===== src/rtl/sha1_stream_hasher_top_defines.svh =====
// ----------------------------------------------------------------------------
// SHA-1 stream hasher assertion macros
// Concurrent assertion shorthands used by the datapath; clock is clk, reset is arst_n.
// ----------------------------------------------------------------------------
`ifndef SHA1_STREAM_HASHER_TOP_DEFINES_SVH
`define SHA1_STREAM_HASHER_TOP_DEFINES_SVH

// same-cycle implication
`define SHA1SH_ASSERT_IMP(lbl, ante, cons, msg) \
	lbl: assert property (@(posedge clk) disable iff (!arst_n) (ante) |-> (cons)) \
		else $error(msg);

// next-cycle implication
`define SHA1SH_ASSERT_NXT(lbl, ante, cons, msg) \
	lbl: assert property (@(posedge clk) disable iff (!arst_n) (ante) |=> (cons)) \
		else $error(msg);

`endif


===== src/rtl/sha1sh_pkg.sv =====
// ----------------------------------------------------------------------------
// SHA-1 stream hasher package
// Datapath opcodes, controller/datapath interface structs and constants.
// ----------------------------------------------------------------------------
`default_nettype none

package sha1sh_pkg;

	typedef enum logic [3:0] {
		OP_NOP,
		OP_MSG,
		OP_P80,
		OP_ZERO,
		OP_LEN,
		OP_LOAD,
		OP_ROUND,
		OP_FINISH,
		OP_EMIT
	} sh_op_t;

	typedef struct packed {
		sh_op_t     op;
		logic [6:0] round;
		logic [2:0] byte_sel;
	} sh_cmd_t;

	typedef struct packed {
		logic [5:0] pos;
		logic       out_busy;
	} sh_stat_t;

	localparam logic [31:0] IV0 = 32'h67452301;
	localparam logic [31:0] IV1 = 32'hEFCDAB89;
	localparam logic [31:0] IV2 = 32'h98BADCFE;
	localparam logic [31:0] IV3 = 32'h10325476;
	localparam logic [31:0] IV4 = 32'hC3D2E1F0;

	localparam logic [31:0] K0 = 32'h5A827999;
	localparam logic [31:0] K1 = 32'h6ED9EBA1;
	localparam logic [31:0] K2 = 32'h8F1BBCDC;
	localparam logic [31:0] K3 = 32'hCA62C1D6;

	localparam logic [6:0] ROUND_LAST = 7'd79;
	localparam logic [5:0] POS_LAST   = 6'd63;
	localparam logic [5:0] POS_LEN    = 6'd56;
	localparam logic [2:0] LEN_LAST   = 3'd7;
	localparam logic [7:0] PAD_BYTE   = 8'h80;

endpackage

`default_nettype wire


===== src/rtl/sha1sh_ctrl.sv =====
// ----------------------------------------------------------------------------
// SHA-1 stream hasher controller
// Sequences byte intake, padding, the 80 compression rounds and digest hand-off.
// ----------------------------------------------------------------------------
`default_nettype none

module sha1sh_ctrl (
	input  wire                  clk,
	input  wire                  arst_n,
	input  wire                  s_tvalid,
	input  wire                  s_tuser,
	input  wire                  s_tlast,
	output logic                 s_tready,
	input  wire sha1sh_pkg::sh_stat_t stat,
	output sha1sh_pkg::sh_cmd_t  cmd
);

	typedef enum logic [2:0] {
		ST_IDLE,
		ST_PAD80,
		ST_PADZ,
		ST_PADLEN,
		ST_LOAD,
		ST_ROUNDS,
		ST_FINISH,
		ST_DIGEST
	} state_t;

	state_t     state_q, state_d;
	state_t     ret_q, ret_d;
	logic [6:0] round_q, round_d;
	logic [2:0] lcnt_q, lcnt_d;

	always_comb begin
		cmd.op       = sha1sh_pkg::OP_NOP;
		cmd.round    = round_q;
		cmd.byte_sel = lcnt_q;
		s_tready     = 1'b0;
		state_d      = state_q;
		ret_d        = ret_q;
		round_d      = round_q;
		lcnt_d       = lcnt_q;
		unique case (state_q)
			ST_IDLE: begin
				s_tready = 1'b1;
				if (s_tvalid) begin
					if (s_tuser) begin
						cmd.op = sha1sh_pkg::OP_MSG;
						if (stat.pos == sha1sh_pkg::POS_LAST) begin
							state_d = ST_LOAD;
							ret_d   = s_tlast ? ST_PAD80 : ST_IDLE;
						end else if (s_tlast) begin
							state_d = ST_PAD80;
						end
					end else if (s_tlast) begin
						state_d = ST_PAD80;
					end
				end
			end
			ST_PAD80: begin
				cmd.op = sha1sh_pkg::OP_P80;
				if (stat.pos == sha1sh_pkg::POS_LAST) begin
					state_d = ST_LOAD;
					ret_d   = ST_PADZ;
				end else begin
					state_d = ST_PADZ;
				end
			end
			ST_PADZ: begin
				if (stat.pos == sha1sh_pkg::POS_LEN) begin
					state_d = ST_PADLEN;
					lcnt_d  = '0;
				end else begin
					cmd.op = sha1sh_pkg::OP_ZERO;
					if (stat.pos == sha1sh_pkg::POS_LAST) begin
						state_d = ST_LOAD;
						ret_d   = ST_PADZ;
					end
				end
			end
			ST_PADLEN: begin
				cmd.op = sha1sh_pkg::OP_LEN;
				lcnt_d = lcnt_q + 3'd1;
				if (lcnt_q == sha1sh_pkg::LEN_LAST) begin
					state_d = ST_LOAD;
					ret_d   = ST_DIGEST;
				end
			end
			ST_LOAD: begin
				cmd.op  = sha1sh_pkg::OP_LOAD;
				round_d = '0;
				state_d = ST_ROUNDS;
			end
			ST_ROUNDS: begin
				cmd.op  = sha1sh_pkg::OP_ROUND;
				round_d = round_q + 7'd1;
				if (round_q == sha1sh_pkg::ROUND_LAST)
					state_d = ST_FINISH;
			end
			ST_FINISH: begin
				cmd.op  = sha1sh_pkg::OP_FINISH;
				state_d = ret_q;
			end
			ST_DIGEST: begin
				// wait for the previous digest to drain
				if (!stat.out_busy) begin
					cmd.op  = sha1sh_pkg::OP_EMIT;
					state_d = ST_IDLE;
				end
			end
			default: state_d = ST_IDLE;
		endcase
	end

	always_ff @(posedge clk or negedge arst_n) begin
		if (!arst_n) begin
			state_q <= ST_IDLE;
			ret_q   <= ST_IDLE;
			round_q <= '0;
			lcnt_q  <= '0;
		end else begin
			state_q <= state_d;
			ret_q   <= ret_d;
			round_q <= round_d;
			lcnt_q  <= lcnt_d;
		end
	end

endmodule

`default_nettype wire


===== src/rtl/sha1sh_datapath.sv =====
// ----------------------------------------------------------------------------
// SHA-1 stream hasher datapath
// Block shift register, chaining and working words, round logic, bit length
// and the digest output buffer.
// ----------------------------------------------------------------------------
`default_nettype none

`include "sha1_stream_hasher_top_defines.svh"

module sha1sh_datapath (
	input  wire                  clk,
	input  wire                  arst_n,
	input  wire sha1sh_pkg::sh_cmd_t cmd,
	input  wire  [7:0]           in_byte,
	output sha1sh_pkg::sh_stat_t stat,
	output logic                 m_tvalid,
	input  wire                  m_tready,
	output logic [39:0]          m_tdata,
	output logic                 m_tlast
);

	logic [511:0] blk_q;
	logic [31:0]  h_q [5];
	logic [31:0]  wk_q [5];
	logic [63:0]  bl_q;
	logic [5:0]   pos_q;
	logic [159:0] ob_q;
	logic [2:0]   ocnt_q;
	logic         ovalid_q;

	logic [7:0]  shift_byte;
	logic [7:0]  len_byte;
	logic [5:0]  len_shamt;
	logic        do_shift;
	logic [31:0] w0, w2, w8, w13, wnew;
	logic [31:0] fval, kval, tval;
	logic [31:0] a, b, c, d, e;
	logic        out_xfer;

	assign a = wk_q[0];
	assign b = wk_q[1];
	assign c = wk_q[2];
	assign d = wk_q[3];
	assign e = wk_q[4];

	// length bytes go out most significant first
	assign len_shamt = {3'(sha1sh_pkg::LEN_LAST - cmd.byte_sel), 3'b000};
	assign len_byte  = 8'(bl_q >> len_shamt);

	always_comb begin
		do_shift   = 1'b1;
		shift_byte = 8'h00;
		case (cmd.op)
			sha1sh_pkg::OP_MSG:  shift_byte = in_byte;
			sha1sh_pkg::OP_P80:  shift_byte = sha1sh_pkg::PAD_BYTE;
			sha1sh_pkg::OP_ZERO: shift_byte = 8'h00;
			sha1sh_pkg::OP_LEN:  shift_byte = len_byte;
			default:             do_shift   = 1'b0;
		endcase
	end

	// schedule window: word 0 is the oldest
	assign w0   = blk_q[511:480];
	assign w2   = blk_q[447:416];
	assign w8   = blk_q[255:224];
	assign w13  = blk_q[95:64];
	assign wnew = {(w13[30:0] ^ w8[30:0] ^ w2[30:0] ^ w0[30:0]),
		(w13[31] ^ w8[31] ^ w2[31] ^ w0[31])};

	always_comb begin
		if (cmd.round < 7'd20) begin
			fval = (b & c) | (~b & d);
			kval = sha1sh_pkg::K0;
		end else if (cmd.round < 7'd40) begin
			fval = b ^ c ^ d;
			kval = sha1sh_pkg::K1;
		end else if (cmd.round < 7'd60) begin
			fval = (b & c) | (b & d) | (c & d);
			kval = sha1sh_pkg::K2;
		end else begin
			fval = b ^ c ^ d;
			kval = sha1sh_pkg::K3;
		end
	end

	assign tval = {a[26:0], a[31:27]} + fval + e + kval + w0;

	assign out_xfer = ovalid_q && m_tready;

	always_ff @(posedge clk) begin
		if (do_shift)
			blk_q <= {blk_q[503:0], shift_byte};
		else if (cmd.op == sha1sh_pkg::OP_ROUND)
			blk_q <= {blk_q[479:0], wnew};

		if (cmd.op == sha1sh_pkg::OP_LOAD) begin
			for (int i = 0; i < 5; i++)
				wk_q[i] <= h_q[i];
		end else if (cmd.op == sha1sh_pkg::OP_ROUND) begin
			wk_q[0] <= tval;
			wk_q[1] <= a;
			wk_q[2] <= {b[1:0], b[31:2]};
			wk_q[3] <= c;
			wk_q[4] <= d;
		end

		if (cmd.op == sha1sh_pkg::OP_EMIT)
			ob_q <= {h_q[0], h_q[1], h_q[2], h_q[3], h_q[4]};
		else if (out_xfer)
			ob_q <= {ob_q[127:0], 32'h0};
	end

	always_ff @(posedge clk or negedge arst_n) begin
		if (!arst_n) begin
			h_q[0]   <= sha1sh_pkg::IV0;
			h_q[1]   <= sha1sh_pkg::IV1;
			h_q[2]   <= sha1sh_pkg::IV2;
			h_q[3]   <= sha1sh_pkg::IV3;
			h_q[4]   <= sha1sh_pkg::IV4;
			bl_q     <= '0;
			pos_q    <= '0;
			ocnt_q   <= '0;
			ovalid_q <= 1'b0;
		end else begin
			if (do_shift)
				pos_q <= pos_q + 6'd1;
			if (cmd.op == sha1sh_pkg::OP_MSG)
				bl_q <= bl_q + 64'd8;
			if (cmd.op == sha1sh_pkg::OP_FINISH) begin
				for (int i = 0; i < 5; i++)
					h_q[i] <= h_q[i] + wk_q[i];
			end
			if (cmd.op == sha1sh_pkg::OP_EMIT) begin
				// hand digest to the output buffer and restart the chain
				h_q[0]   <= sha1sh_pkg::IV0;
				h_q[1]   <= sha1sh_pkg::IV1;
				h_q[2]   <= sha1sh_pkg::IV2;
				h_q[3]   <= sha1sh_pkg::IV3;
				h_q[4]   <= sha1sh_pkg::IV4;
				bl_q     <= '0;
				pos_q    <= '0;
				ocnt_q   <= '0;
				ovalid_q <= 1'b1;
			end else if (out_xfer) begin
				ocnt_q <= ocnt_q + 3'd1;
				if (ocnt_q == 3'd4)
					ovalid_q <= 1'b0;
			end
		end
	end

	assign stat.pos      = pos_q;
	assign stat.out_busy = ovalid_q;

	assign m_tvalid = ovalid_q;
	assign m_tdata  = {5'b0, ocnt_q, ob_q[159:128]};
	assign m_tlast  = (ocnt_q == 3'd4);

	`SHA1SH_ASSERT_IMP(a_emit_idle, cmd.op == sha1sh_pkg::OP_EMIT, !ovalid_q, "digest emitted over pending output")
	`SHA1SH_ASSERT_IMP(a_load_full, cmd.op == sha1sh_pkg::OP_LOAD, pos_q == 6'd0, "compression started on partial block")
	`SHA1SH_ASSERT_IMP(a_len_end, (cmd.op == sha1sh_pkg::OP_LEN) && (cmd.byte_sel == sha1sh_pkg::LEN_LAST), pos_q == sha1sh_pkg::POS_LAST, "length misaligned in block")
	`SHA1SH_ASSERT_NXT(a_out_done, out_xfer && (ocnt_q == 3'd4) && (cmd.op != sha1sh_pkg::OP_EMIT), !ovalid_q, "output valid past last word")

endmodule

`default_nettype wire


===== src/rtl/sha1_stream_hasher_top.sv =====
// ----------------------------------------------------------------------------
// SHA-1 stream hasher
// Byte-stream SHA-1: message bytes in, five digest words out per message.
// ----------------------------------------------------------------------------
// Input channel s_*: one transfer per message byte. s_tdata holds the byte,
// s_tuser says the byte is valid (0 allows an empty closing transfer), and
// s_tlast ends the message. Output channel m_*: five transfers per message,
// digest word 0 (most significant) first; m_tlast marks word 4.
// Byte transfers are taken only while the controller is idle: not while a
// block is padded or compressed or a digest waits for the output buffer.
// Every 64th byte starts compression of the block (load, 80 rounds at one
// round per cycle, chaining add) with s_tready low, so the sustained byte
// rate is set by the single round unit. After s_tlast the controller pads
// the block (0x80, zeros, eight length bytes) and runs one or two more
// compressions with s_tready low before the digest moves to the output buffer.
// The digest sits in its own output buffer, so the next message is taken
// while the receiver stalls; only a second digest waits for the buffer.
// Reset clears the chain to the SHA-1 initial values, length to zero and
// drops any pending output.
// ----------------------------------------------------------------------------
`default_nettype none

module sha1_stream_hasher_top (
	input  wire         clk,
	input  wire         arst_n,
	input  wire         s_tvalid,
	output logic        s_tready,
	input  wire  [7:0]  s_tdata,   // [7:0] data_byte
	input  wire         s_tuser,   // [0] has_byte
	input  wire         s_tlast,
	output logic        m_tvalid,
	input  wire         m_tready,
	output logic [39:0] m_tdata,   // [31:0] digest_word, [34:32] word_index, rest zero
	output logic        m_tlast
);

	sha1sh_pkg::sh_cmd_t  cmd;
	sha1sh_pkg::sh_stat_t stat;

	sha1sh_ctrl u_ctrl (
		.clk      (clk),
		.arst_n   (arst_n),
		.s_tvalid (s_tvalid),
		.s_tuser  (s_tuser),
		.s_tlast  (s_tlast),
		.s_tready (s_tready),
		.stat     (stat),
		.cmd      (cmd)
	);

	sha1sh_datapath u_datapath (
		.clk      (clk),
		.arst_n   (arst_n),
		.cmd      (cmd),
		.in_byte  (s_tdata),
		.stat     (stat),
		.m_tvalid (m_tvalid),
		.m_tready (m_tready),
		.m_tdata  (m_tdata),
		.m_tlast  (m_tlast)
	);

endmodule

`default_nettype wire


===== config.mk =====
export PLATFORM = sky130hd
export DESIGN_NAME = sha1_stream_hasher_top
export DESIGN_NICKNAME = d
export VERILOG_FILES = /design/src/rtl/sha1sh_pkg.sv /design/src/rtl/sha1sh_ctrl.sv /design/src/rtl/sha1sh_datapath.sv /design/src/rtl/sha1_stream_hasher_top.sv
export VERILOG_INCLUDE_DIRS = /design/src /design/src/rtl
export SDC_FILE = /design/constraint.sdc
export NUM_CORES = 2
export LEC_CHECK = 0
export ABC_AREA = 1
export BUFFER_PORTS_ARGS = -buffer_cell sky130_fd_sc_hd__buf_4
export CAP_MARGIN = 5
export CORE_ASPECT_RATIO = 0.9
export CORE_UTILIZATION = 52
export CTS_CLUSTER_DIAMETER = 150
export CTS_CLUSTER_SIZE = 12
export DETAILED_ROUTE_END_ITERATION = 12
export HOLD_SLACK_MARGIN = 0.05
export PLACE_DENSITY = 0.68
export REMOVE_ABC_BUFFERS = 1
export SLEW_MARGIN = 5
export SYNTH_ARGS = -nofsm -noshare
export SYNTH_HDL_FRONTEND = slang
export SYNTH_SLANG_ARGS = --single-unit

===== constraint.sdc =====
create_clock -name clk -period 18.6 [get_ports clk]
set_input_delay 2.79 -clock clk [delete_from_list [all_inputs] [get_ports clk]]
set_output_delay 2.79 -clock clk [all_outputs]
set_load 0.1 [all_outputs]

==> flow_summary.html <==
<table>
<tr><th>Metric</th><th>Value</th></tr>
<tr><th colspan="2">Outcome</th></tr>
<tr><td>Outcome</td><td>finished clean</td></tr>
<tr><th colspan="2">Floorplan</th></tr>
<tr><td>Die ar.</td><td>125000 sq um</td></tr>
<tr><td>Std-Cell Rows</td><td>approximately 120</td></tr>
<tr><td>Ports placed on the boundary</td><td>57</td></tr>
<tr><td>Placeable core region</td><td>between 100000 and 150000 sq um</td></tr>
<tr><td>Die extent in y</td><td>approximately 340 um</td></tr>
<tr><td>Die outline width</td><td>between 300 and 400 um</td></tr>
<tr><td>Starting Density</td><td>between 50% and 60%</td></tr>
<tr><th colspan="2">Power and ir drop</th></tr>
<tr><td>Worst supply voltage drop on vdd</td><td>0.00007182 V</td></tr>
<tr><td>Overall power consumption</td><td>between 4 and 5 mW</td></tr>
<tr><td>Power density normalized to cell area</td><td>69.27 nW/um^2</td></tr>
<tr><td>Static Leakage</td><td>31.66 nW</td></tr>
<tr><th colspan="2">Route</th></tr>
<tr><td>First DRT Iteration DRCs</td><td>roughly 6300</td></tr>
<tr><td>Total number of vias</td><td>~53000</td></tr>
<tr><td>DRC Markers</td><td>0</td></tr>
<tr><td>Post-DR wirelength/cell</td><td>between 20 and 25 um</td></tr>
<tr><td>First-pass DRT Iterations</td><td>7</td></tr>
<tr><td>Residual antenna-violating net count after detailed routing</td><td>0</td></tr>
<tr><td>Number of vias per cell after detailed routing</td><td>5.671</td></tr>
<tr><td>DRT Wirelength</td><td>~200000 um</td></tr>
<tr><th colspan="2">Clock tree</th></tr>
<tr><td>Worst skew pair latency</td><td>~0.75 ns</td></tr>
<tr><td>Longest Clk Path Bufs</td><td>3</td></tr>
<tr><td>TritonCTS clock tree</td><td>done</td></tr>
<tr><td>CTS H-tree depth</td><td>3</td></tr>
<tr><td>Root cell of the clock tree</td><td>sky130_fd_sc_hd__clkbuf_16</td></tr>
<tr><td>CTS clk-pin slew, worst paths</td><td>0.06 ns</td></tr>
<tr><td>Hold buffers post-CTS</td><td>0</td></tr>
<tr><td>Total CTS buffers</td><td>between 90 and 100</td></tr>
<tr><td>Cells resized by post-CTS repair</td><td>0</td></tr>
<tr><td>Sink count of the clock tree</td><td>approximately 1100</td></tr>
<tr><td>Post-CTS Repair Setup Buffers</td><td>0</td></tr>
<tr><th colspan="2">Worst setup path</th></tr>
<tr><td>Nature of the critical path endpoint</td><td>flop</td></tr>
<tr><td>Worst-path maximum fanout</td><td>20</td></tr>
<tr><td>Minimum setup slack among reg-to-reg paths</td><td>approximately 11 ns</td></tr>
<tr><td>CP max stage cell</td><td>sky130_fd_sc_hd__clkinv_1</td></tr>
<tr><td>Cell repeated most along the worst path</td><td>sky130_fd_sc_hd__nand2_1</td></tr>
<tr><td>Crit path arrival time</td><td>7.98 ns</td></tr>
<tr><td>Longest individual stage delay on the worst path</td><td>between 0.7 and 0.8 ns</td></tr>
<tr><td>Kind of start point of the critical path</td><td>flop</td></tr>
<tr><td>Startpoint-to-endpoint class of the critical path</td><td>reg2reg</td></tr>
<tr><td>WP data required</td><td>19.07 ns</td></tr>
<tr><td>Sequence of cells on the critical path</td><td>inv_1 &gt; nor2_1 &gt; nand3_2 &gt; nand2_2 &gt; clkinv_1 &gt; a221oi_1 &gt; fa_1 &gt; inv_1 &gt; fa_1 &gt; fa_1 &gt; ha_1 &gt; nand2_1 &gt; nor2_1 &gt; nand2_1 &gt; o21ai_0 &gt; nand2_1 &gt; nand2_1 &gt; nand2_1 &gt; nand3_1 &gt; nand2_1</td></tr>
<tr><td>Number of cells on the worst reg-to-reg path</td><td>20</td></tr>
<tr><th colspan="2">Logic synthesis</th></tr>
<tr><td>Most common flop cell mapped by yosys</td><td>sky130_fd_sc_hd__edfxtp_1</td></tr>
<tr><td>Adder-cell area share of the yosys netlist</td><td>7.740%</td></tr>
<tr><td>Synth Area in XOR/XNOR</td><td>between 2 and 3%</td></tr>
<tr><td>Area fraction in compound gates after synthesis</td><td>under 10%</td></tr>
<tr><td>Synth async-reset ratio</td><td>22.89%</td></tr>
<tr><td>Multiplexer share of the synthesized area</td><td>0%</td></tr>
<tr><td>Number of instances in the synthesized netlist</td><td>approximately 8000</td></tr>
<tr><td>Mean cell area of the mapped netlist</td><td>just over 8 sq um</td></tr>
<tr><td>Dominant combinational cell family by area after synthesis</td><td>simple AND/OR/NAND/NOR gates</td></tr>
<tr><td>Cell variety after synth</td><td>50</td></tr>
<tr><td>Share of synthesized area occupied by flip-flops and latches</td><td>48.67%</td></tr>
<tr><td>Count of synthesis-stage warnings from yosys</td><td>0</td></tr>
<tr><td>Simple-gate portion of the synthesized area</td><td>26.81%</td></tr>
<tr><td>Netlist Area Pre-Place</td><td>approximately 64000 sq um</td></tr>
<tr><td>Number of flops mapped to enable cells by yosys</td><td>roughly 830</td></tr>
<tr><td>Synthesis-stage register bit count</td><td>roughly 1100</td></tr>
<tr><th colspan="2">Placed design</th></tr>
<tr><td>Routability Congestion</td><td>between 1 and 1.5</td></tr>
<tr><td>Number of input and output port buffers inserted</td><td>slightly above 50</td></tr>
<tr><td>Worst Setup Slack post-DPL</td><td>10.45 ns</td></tr>
<tr><td>Post-DP HPWL</td><td>~150000 um</td></tr>
<tr><th colspan="2">Timing</th></tr>
<tr><td>Transition time at the pin with the least slew margin</td><td>between 1 and 1.5 ns</td></tr>
<tr><td>RSZ-0062 raised after global routing</td><td>false</td></tr>
<tr><td>Fin crit period</td><td>7.513 ns</td></tr>
<tr><td>Worst slew margin relative to its limit</td><td>about a quarter</td></tr>
<tr><td>Max frequency</td><td>~130 MHz</td></tr>
<tr><td>Final hold violations</td><td>0</td></tr>
<tr><td>Final Cycle Share</td><td>approximately two fifths</td></tr>
<tr><td>Setup Skew</td><td>0.03125 ns</td></tr>
<tr><td>Worst Setup Slack, final</td><td>approximately 11 ns</td></tr>
<tr><td>Hold slack final</td><td>about 0.50 ns</td></tr>
<tr><td>Number of setup violations in the final report</td><td>0</td></tr>
<tr><td>Final Slew Violations</td><td>0</td></tr>
<tr><td>Final sum of negative setup slack</td><td>0 ns</td></tr>
<tr><th colspan="2">Global routing</th></tr>
<tr><td>GRT Total Usage</td><td>around a third</td></tr>
<tr><td>Wire length of the first global-routing pass</td><td>roughly 300000 um</td></tr>
<tr><td>Pin count of the biggest net entering global routing</td><td>193</td></tr>
<tr><td>Via count of the first global-routing pass</td><td>between 40000 and 50000</td></tr>
<tr><td>Sum of overflow across all layers after global routing</td><td>0</td></tr>
<tr><td>Antenna violations before repair</td><td>3</td></tr>
<tr><th colspan="2">Cells and area</th></tr>
<tr><td>Total number of nets in the final design</td><td>8093</td></tr>
<tr><td>Area of all sequential standard cells</td><td>between 30000 and 40000 sq um</td></tr>
<tr><td>Syn-to-layout area delta</td><td>6.515%</td></tr>
<tr><td>Fill cell instance count of the final layout</td><td>between 10000 and 15000</td></tr>
<tr><td>Combined area of the multi-input logic cells</td><td>a little under 30000 sq um</td></tr>
<tr><td>Share of layout cells above drive strength 1</td><td>slightly above 4%</td></tr>
<tr><th colspan="2">Run</th></tr>
<tr><td>Max-cap viol count</td><td>0</td></tr>
<tr><th colspan="2">Hold path</th></tr>
<tr><td>Path type of the worst min-delay path</td><td>reg2reg</td></tr>
<tr><td>Cell count of the worst hold path</td><td>2</td></tr>
</table>
-- state kept, by name, indices dropped and copies added, names as in the netlist --
| name | flops |
|---|---|
| u_ctrl.state_q | 3 |
| u_datapath.blk_q | 512 |
| u_datapath.wk_q | 160 |
| u_ctrl.round_q | 7 |
| u_datapath.h_q | 160 |
| u_datapath.bl_q | 61 |
| u_ctrl.ret_q | 3 |
| u_datapath.m_tvalid | 1 |
| u_datapath.ob_q | 160 |
| u_datapath.pos_q | 6 |
| u_ctrl.lcnt_q | 3 |
| u_datapath.ocnt_q | 3 |
-- per-layer routing --
layer,share of wire (%),wire (um),GRT usage (%)
met1,43,86120,45.40
met2,44,88150,48.19
met3,8.1,16140,5.445
met4,4.5,8991,12.82
met5,0.0065,13,0
-- cell usage after synthesis, types with 22 or more instances --
| cell | count | area share (%) |
|---|---|---|
| sky130_fd_sc_hd__nand3_1 | 359 | 2.8 |
| sky130_fd_sc_hd__ha_1 | 207 | 4.0 |
| sky130_fd_sc_hd__xor2_1 | 62 | 0.85 |
| sky130_fd_sc_hd__o22ai_1 | 45 | 0.44 |
| sky130_fd_sc_hd__a21oi_1 | 269 | 2.1 |
| sky130_fd_sc_hd__edfxtp_1 | 832 | 39 |
| sky130_fd_sc_hd__clkbuf_1 | 108 | 0.63 |
| sky130_fd_sc_hd__nand3b_1 | 22 | 0.26 |
| sky130_fd_sc_hd__o21ai_0 | 424 | 3.3 |
| sky130_fd_sc_hd__buf_4 | 67 | 0.78 |
| sky130_fd_sc_hd__fa_1 | 119 | 3.7 |
| sky130_fd_sc_hd__dfstp_2 | 80 | 3.3 |
| sky130_fd_sc_hd__nor3_1 | 75 | 0.58 |
| sky130_fd_sc_hd__inv_1 | 710 | 4.1 |
| sky130_fd_sc_hd__nand2_1 | 3271 | 19 |
| sky130_fd_sc_hd__dfrtp_1 | 167 | 6.5 |
| sky130_fd_sc_hd__xnor2_1 | 130 | 1.8 |
| sky130_fd_sc_hd__nor2_1 | 475 | 2.8 |
| sky130_fd_sc_hd__nand4_1 | 93 | 0.91 |
| sky130_fd_sc_hd__o21ai_1 | 69 | 0.54 |
| sky130_fd_sc_hd__buf_2 | 108 | 0.84 |
-- kinds of logic (layout without fill, tap and decap cells) --
| kind of cell | count (synthesis) | count (layout) |
|---|---|---|
| xor+xnor | 192 | 192 |
| other cells | 1 | 6 |
| compound gates | 905 | 905 |
| buf+inv | 1020 | 990 |
| simple gates | 4331 | 4331 |
| fa+ha+maj | 326 | 326 |
| flops | 1079 | 1079 |
-- per-stage QoR --
step	area [sq um]	std cells	util [%]
floorplan	62740	7562	-
global placement	65510	9251	53.82
detailed placement	65510	9251	53.82
CTS	68420	9427	56.21
global route	68430	9428	56.21
finish	68430	9428	56.21
-- where the power goes --
| part | internal (mW) | total (mW) | switching, mW |
|---|---|---|---|
| Clock | 1.01 | 1.96 | 0.952 |
| Sequential | 2.61 | 2.62 | 0.0127 |
| Combinational | 0.0244 | 0.154 | 0.129 |
-- critical path: cells and delay by family (launching register included) --
| kind | cells | cell delay [ns] |
|---|---|---|
| AOI/OAI and AO/OA | 2 | 1.26 |
| adders and majority gates | 4 | 1.76 |
| buffers and inverters | 3 | 0.96 |
| DFF | 1 | 0.40 |
| and+or+nand+nor | 11 | 2.87 |
-- cell type report --
type	instances	share of cell area [%]
flip-flops and latches	1079	45.69
clock buffers	170	4.041
well taps	1599	2.924
diodes	1	0.003657
clock inverters	6	0.2121
multi-input cells	5759	42.10
inverters	724	4.012
repair buffers	90	1.017
-- placed cells by master (no fill, tap or decap), drive strengths merged, types with 2 or more instances in the layout --
master	synthesis	layout
o21bai	17	17
dfstp	80	80
or2	8	8
o211ai	14	14
xnor2	130	130
nand4	93	93
conb	1	5
a221oi	6	6
nand2	3273	3273
a31o	4	4
nor3b	2	2
o22ai	45	45
nor2	478	478
nor4	13	13
inv	720	721
o21a	3	3
a211oi	2	2
and3	2	2
clkbuf	108	170
o21ai	493	493
o31ai	9	9
a31oi	7	7
nand3b	22	22
edfxtp	832	832
dfrtp	167	167
clkinv	4	9
xor2	62	62
o221ai	9	9
buf	188	90
ha	207	207
nor3	78	78
nand3	360	360
o2111ai	8	8
fa	119	119
a21o	10	10
a21oi	269	269
a22oi	7	7
-- final timing paths --
check / from / endpoint
min in group asynchronous: arst_n / u_datapath.h_q[129]
worst min register to register: u_ctrl.ret_q[1] / u_ctrl.ret_q[1]
worst min-delay path: u_ctrl.ret_q[1] / u_ctrl.ret_q[1]
worst max-delay path: u_ctrl.round_q[5] / u_datapath.wk_q[0][18]
max in group asynchronous: arst_n / u_datapath.h_q[19]
worst max register to register: u_ctrl.round_q[5] / u_datapath.wk_q[0][18]
No activity file was read; power rests on OpenSTA's default activity.
